### config.mk
export PLATFORM = sky130hd
export DESIGN_NAME = siit_orient
export DESIGN_NICKNAME = d
export VERILOG_FILES = /design/src/rtl/siit_pkg.sv /design/src/rtl/siit_orient.sv
export SDC_FILE = /design/constraint.sdc
export NUM_CORES = 2
export LEC_CHECK = 0
export ABC_AREA = 1
export BUFFER_PORTS_ARGS = -buffer_cell sky130_fd_sc_hd__buf_2
export CORE_ASPECT_RATIO = 0.9
export CORE_MARGIN = 1
export CORE_UTILIZATION = 65
export DETAILED_ROUTE_END_ITERATION = 7
export GPL_TIMING_DRIVEN = 0
export PLACE_DENSITY = 0.94
export SYNTH_ARGS = -nofsm -noshare
export SYNTH_HDL_FRONTEND = slang
export SYNTH_SLANG_ARGS = --single-unit
### constraint.sdc
create_clock -name clk -period 8.2 [get_ports clk]
set_input_delay 0 -clock clk [delete_from_list [all_inputs] [get_ports clk]]
set_output_delay 0 -clock clk [all_outputs]
set_load 0.005 [all_outputs]
### src/rtl/siit_pkg.sv
// shared types and constants of the segment inner intersection test
// no dependencies; imported by siit_orient and segment_inner_intersection_test_core
package siit_pkg;

    localparam int COORD_WIDTH = 16;
    localparam int DIFF_W      = COORD_WIDTH + 1;
    localparam int PROD_W      = 2 * DIFF_W;
    localparam int NUM_COORDS  = 8;
    localparam int IN_DATA_W   = NUM_COORDS * COORD_WIDTH;
    localparam int OUT_DATA_W  = 8;

    // coordinate slots in the input transaction, lowest first
    localparam int IDX_A_SX = 0;
    localparam int IDX_A_SY = 1;
    localparam int IDX_A_EX = 2;
    localparam int IDX_A_EY = 3;
    localparam int IDX_B_SX = 4;
    localparam int IDX_B_SY = 5;
    localparam int IDX_B_EX = 6;
    localparam int IDX_B_EY = 7;

    // result bits in the output transaction
    localparam int BIT_INNER_CROSS  = 0;
    localparam int BIT_A_DEGENERATE = 1;
    localparam int BIT_B_DEGENERATE = 2;

    typedef logic signed [COORD_WIDTH-1:0] coord_t;
    typedef logic signed [DIFF_W-1:0]      diff_t;
    typedef logic signed [PROD_W-1:0]      prod_t;

    typedef struct packed {
        logic load1;
        logic load2;
        logic load3;
    } siit_adv_t;

    typedef struct packed {
        logic pos;
        logic neg;
    } siit_sign_t;

endpackage

### src/rtl/siit_orient.sv
// pipelined orientation sign of triangle (p1, p2, p3): differences, products, compare
// depends on siit_pkg; stage loads come from the top level pipeline control
module siit_orient (
    input  logic               clk,
    input  siit_pkg::siit_adv_t adv,
    input  siit_pkg::coord_t   p1_x,
    input  siit_pkg::coord_t   p1_y,
    input  siit_pkg::coord_t   p2_x,
    input  siit_pkg::coord_t   p2_y,
    input  siit_pkg::coord_t   p3_x,
    input  siit_pkg::coord_t   p3_y,
    output siit_pkg::siit_sign_t sign
);
    import siit_pkg::*;

    diff_t      dx21_reg, dy31_reg, dy21_reg, dx31_reg;
    diff_t      dx21_next, dy31_next, dy21_next, dx31_next;
    prod_t      prod_a_reg, prod_b_reg;
    prod_t      prod_a_next, prod_b_next;
    siit_sign_t sign_reg, sign_next;

    always_comb
    begin
        dx21_next   = diff_t'(p2_x) - diff_t'(p1_x);
        dy31_next   = diff_t'(p3_y) - diff_t'(p1_y);
        dy21_next   = diff_t'(p2_y) - diff_t'(p1_y);
        dx31_next   = diff_t'(p3_x) - diff_t'(p1_x);
        prod_a_next = prod_t'(dx21_reg) * prod_t'(dy31_reg);
        prod_b_next = prod_t'(dy21_reg) * prod_t'(dx31_reg);
        sign_next.pos = prod_a_reg > prod_b_reg;
        sign_next.neg = prod_a_reg < prod_b_reg;
    end

    always_ff @(posedge clk)
    begin
        if (adv.load1)
        begin
            dx21_reg <= dx21_next;
            dy31_reg <= dy31_next;
            dy21_reg <= dy21_next;
            dx31_reg <= dx31_next;
        end
        if (adv.load2)
        begin
            prod_a_reg <= prod_a_next;
            prod_b_reg <= prod_b_next;
        end
        if (adv.load3)
        begin
            sign_reg <= sign_next;
        end
    end

    assign sign = sign_reg;

endmodule

## Word-level counts from Yosys, hierarchy flattened

Cells that the tools add are included.

- Register bits: 138
- Output and inout port bits: 2

- $add $sub $neg: 4
- $mul: 2
- Order comparisons: 2

Operator list:

| kind | number |
|---|---|
| $mul 17x17->34 | 2 |
| $sub 16x16->17 | 4 |
| $gt 34x34->1 | 1 |
| $lt 34x34->1 | 1 |

## Longest topological paths before layout

- Word-level depth: 1
- Depth in mapped cells: 27
- Depth with buffers taken out: 25

## Worst setup path after synthesis

No wires, ideal clock.

- Path kind: reg-to-reg
- Start: register dx21_reg[16]
- End: register prod_a_reg[28] (data pin)
- Arrival time: 5.403 ns
- Data required time: 7.947 ns
- Setup slack: 2.545 ns
- Stages on the path, launching flop included: 20
- Path through: edfxtp_1 -> clkbuf_1 -> clkbuf_1 -> nand2_1 -> fa_1 -> inv_1 -> fa_1 -> fa_1 -> fa_1 -> fa_1 -> inv_1 -> fa_1 -> inv_1 -> ha_1 -> a21o_1 -> a21boi_0 -> a21boi_0 -> nand3_1 -> nand2_1 -> nand2_1

- Cells in the longest elaborated chain, start to end: 1

RTL lines:

| element | line | source |
|---|---|---|
| start, declared | siit_orient.sv:16 | `diff_t dx21_reg, dy31_reg, dy21_reg, dx31_reg;` |
| start signal, assigned | siit_orient.sv:38 | `dx21_reg <= dx21_next;` |
| $mul 17x17->34 | siit_orient.sv:28 | `prod_a_next = prod_t'(dx21_reg) * prod_t'(dy31_reg);` |
| named net prod_a_next[28] | siit_orient.sv:19 | `prod_t prod_a_next, prod_b_next;` |
| end signal, assigned | siit_orient.sv:45 | `prod_a_reg <= prod_a_next;` |
| end, declared | siit_orient.sv:18 | `prod_t prod_a_reg, prod_b_reg;` |

The timed path passes the listed nets, and every way through them passes these cells.
A chain may end at the register's enable or synchronous reset.

## Worst setup path in the final report

- Start: register dy31_reg[6]
- End: register prod_a_reg[33] (data pin)

- Cells in the longest elaborated chain, start to end: 1

RTL lines:

| element | line | source |
|---|---|---|
| start, declared | siit_orient.sv:16 |  |
| start signal, assigned | siit_orient.sv:39 | `dy31_reg <= dy31_next;` |
| $mul 17x17->34 | siit_orient.sv:28 |  |
| named net prod_a_next[33] | siit_orient.sv:19 |  |

The timed path passes the listed nets, and every way through them passes these cells.

==> impl_metrics.py <==
metrics = {
    "cts": {
        "cts_resized": 0,
        "cts_num_sinks": 138,
        "cts_tree": "yes",
        "cts_made_buffers": 17,
        "insertion_delay_ns": 0.45,
        "clk_path_buf_depth": 2,
        "clockRootBuffer": "clkbuf_16",
        "clkTransAtPathRegs_ns": 0.06,
        "htreeDepth": 4,
    },
    "sta": {
        "max_freq_ghz": 0.139,
        "hold_viol": 0,
        "drv_slew": 0,
        "fin_crit_ns": 7.20,
        "skew_ns": 0.0115,
        "setup_violations": 0,
        "slew_headroom": 0.408,
        "rsz0062_at_grt": "no",
        "setup_total_negative_slack_ns": 0,
        "worstMarginPinSlew_ns": 0.888,
        "timing.final.crit_share": 0.878,
    },
    "synthesis": {
        "synth_ff_type": "edfxtp_1",
        "synthTopCellsByArea": "fa_1 38%, inv_1 13%, edfxtp_1 13%",
        "yosys.area_share.simple": 0.156,
        "syn_area_per_cell_um2": 8.25,
        "synth_mux_area_frac": 0,
        "synth_top_family_by_area": "adder cells",
        "netlist_area_mm2": 0.0313,
        "synth_cell_types": 43,
        "ys_ff_latch": 138,
        "synthAdderAreaFrac": 0.488,
        "ys_warn_count": 0,
        "synth.largest_area_cell": "fa_1",
        "synthXorXnorAreaFrac": 0.0302,
        "synthesis.nets": 4763,
        "postSynth.asyncResetShare": 0,
        "netlist.area_leader.share": 0.381,
        "syn_inst": 3799,
        "synth_edf_count": 138,
        "ys_seq_area_frac": 0.132,
        "synth_compound_area_frac": 0.0447,
    },
    "worst_setup_path": {
        "reg2reg_to": "prod_a_reg[33]",
        "cp-end-kind": "flop",
        "worstPathMaxFanout": 10,
        "worstReg2RegStart": "dy31_reg[6]",
        "critPathLaunchType": "flop",
        "crit_chain": "clkbuf_1 -> clkbuf_1 -> nand2_1 -> fa_1 -> inv_1 -> fa_1 -> fa_1 -> inv_1 -> fa_1 -> inv_1 -> fa_1 -> fa_1 -> ha_1 -> a21oi_1 -> o21ai_0 -> a21oi_1 -> o21ai_0 -> inv_1 -> nand2_1 -> nand2_1 -> nand2_1",
        "r2r_cells": 21,
        "crit_type": "reg2reg",
        "r2r_slack_ns": 1.00,
        "crit_family": "adder cells",
        "critical_path_arrival_ns": 7.37,
        "cp_num_buf_inv": 6,
        "cp-startpoint": "dy31_reg[6]",
        "cpMaxStageDelayCell": "fa_1",
        "slowest_delay_ns": 0.70,
        "cp.required_ns": 8.37,
        "crit_top_cell": "fa_1",
    },
    "route": {
        "dr.pass1.iters": 8,
        "ant_nets": 0,
        "drc": 2,
        "vias_per_cell": 5.58,
        "post_drt_wl_per_cell_um": 19.3,
        "routed_wl_um": 87700,
        "drt_iter0_drc": 2555,
        "vias": 25393,
    },
    "global_route": {
        "grt_pass1_wl_um": 140000,
        "grt_util_all_layers": 0.379,
        "overflow": 0,
        "grt_pass1_vias": 26825,
        "grt_max_degree": 69,
        "grt_antenna_before_repair": 0,
    },
    "placed_design": {
        "hpwl_um": 73800,
        "gp_congestion": 1.03,
        "portBuffers": 101,
    },
    "job": {
        "maxCapViolCount": 0,
    },
    "final_layout": {
        "seqCellArea_mm2": 0.00414,
        "area_growth_syn_to_layout_pct": 5.97,
        "drive_above_1_share": 0.0473,
        "layout.nets": 4886,
        "fillCellCount": 3521,
        "antenna_cells": 0,
        "multi_input_area_mm2": 0.0225,
    },
    "die": {
        "die_h_um": 210,
        "chipWidth_um": 233,
        "dieArea_mm2": 0.0491,
        "rows": 75,
        "start_util": 0.665,
        "core_area_mm2": 0.0471,
        "ios": 102,
    },
    "min_path": {
        "hold_class": "in2reg",
        "hold_start": "p2_x[0]",
        "hold_path_depth": 4,
        "whs_endpoint": "dx21_reg[0]",
    },
    "status": {
        "violations": "design-rule violations",
        "outcome": "complete, but fails checks",
    },
}
cell usage in the layout, fill, tap and decap left out, drive strengths merged, types with 3 or more instances in the layout:
| master | n |
|---|---|
| xor2 | 82 |
| o21bai | 15 |
| nand3b | 4 |
| nor2 | 140 |
| xnor2 | 26 |
| clkbuf | 151 |
| nand3 | 88 |
| o31ai | 4 |
| buf | 103 |
| nor3 | 17 |
| clkinvlp | 3 |
| nand4 | 21 |
| ha | 268 |
| or2 | 13 |
| a21boi | 15 |
| fa | 596 |
| nand2 | 920 |
| inv | 1108 |
| clkinv | 7 |
| a21o | 18 |
| edfxtp | 138 |
| dlygate4sd3 | 3 |
| o21ai | 56 |
| a21oi | 125 |
| nor4 | 3 |
metrics by stage:
stage	hold slack (ns)	cells	utilization	cell area (um^2)	worst slack, ns
after floorplan	0.112	3799	-	31300	2.54
after global placement	0.216	4516	0.692	32600	1.34
after detailed placement	0.226	4516	0.692	32600	1.21
after CTS	0.00401	4550	0.705	33200	1.16
final	0.0128	4550	0.705	33200	1.00
after global routing	0.0150	4550	0.705	33200	0.760
tightest hold or removal path, delay by kind of cell:
family                     cells  cell delay (ns)
buffers and inverters          3             0.19
adders and majority gates      1             0.12
layer usage:
metal / up-vias / share of wire / wire length, um / global-route usage
li1: 11298 / - / - / -
met2: 1649 / 0.45 / 39400 / 0.590
met5: - / 0 / 0 / 0
met3: 283 / 0.14 / 12100 / 0.136
met4: 0 / 0.038 / 3360 / 0.143
met1: 12163 / 0.37 / 32900 / 0.487
cell families (layout without fill, tap and decap cells):
| family | count (synthesis) | count (layout) |
|---|---|---|
| compound gates | 238 | 238 |
| xor+xnor | 108 | 108 |
| fa+ha+maj | 864 | 864 |
| buf+inv | 1242 | 1377 |
| flops | 138 | 138 |
| simple gates | 1209 | 1209 |
cells in the mapped netlist (2+ instances only):
cell	instances
nand3_1	83
o31ai_1	4
or2_1	4
fa_1	596
edfxtp_1	138
inv_2	2
nor3_2	2
clkbuf_1	132
nand2_2	10
a21o_1	18
nor2_2	12
a21oi_1	122
xnor2_1	26
a21boi_1	3
buf_1	2
nand3b_1	4
and3_1	2
a31oi_1	2
a21oi_2	2
nand2_1	910
o21ai_2	12
nor3_1	15
or2_2	9
o21ai_1	6
ha_1	268
nand4_1	21
nor2_1	128
a21boi_0	11
o21bai_1	15
inv_1	1105
nand3_2	5
o21ai_0	38
xor2_1	82
timing repair:
item	4_1_cts	5_1_grt
setup buffers	0	0
endpoints found under the hold margin	4	0
hold buffers	3	0
cell type report:
| cell class | instances | share of cell area |
|---|---|---|
| well taps | 616 | 0.0232 |
| repair buffers | 104 | 0.0163 |
| flip-flops and latches | 138 | 0.125 |
| inverters | 1108 | 0.125 |
| multi-input cells | 2419 | 0.678 |
| plain buffers | 134 | 0.0151 |
| clock buffers | 19 | 0.0130 |
| clock inverters | 12 | 0.00381 |
worst max-delay path by stage:
| stage | to | cells past startpoint |
|---|---|---|
| finish | prod_a_reg[33] | 21 |
| global placement | prod_a_reg[32] | 20 |
| floorplan | prod_a_reg[28] | 19 |
| global route | prod_a_reg[32] | 20 |
| CTS | prod_a_reg[32] | 20 |
| detailed placement | prod_a_reg[32] | 20 |
Power is not shown: default switching activity piles up to over one toggle a cycle in this logic, so the estimate is an artifact.
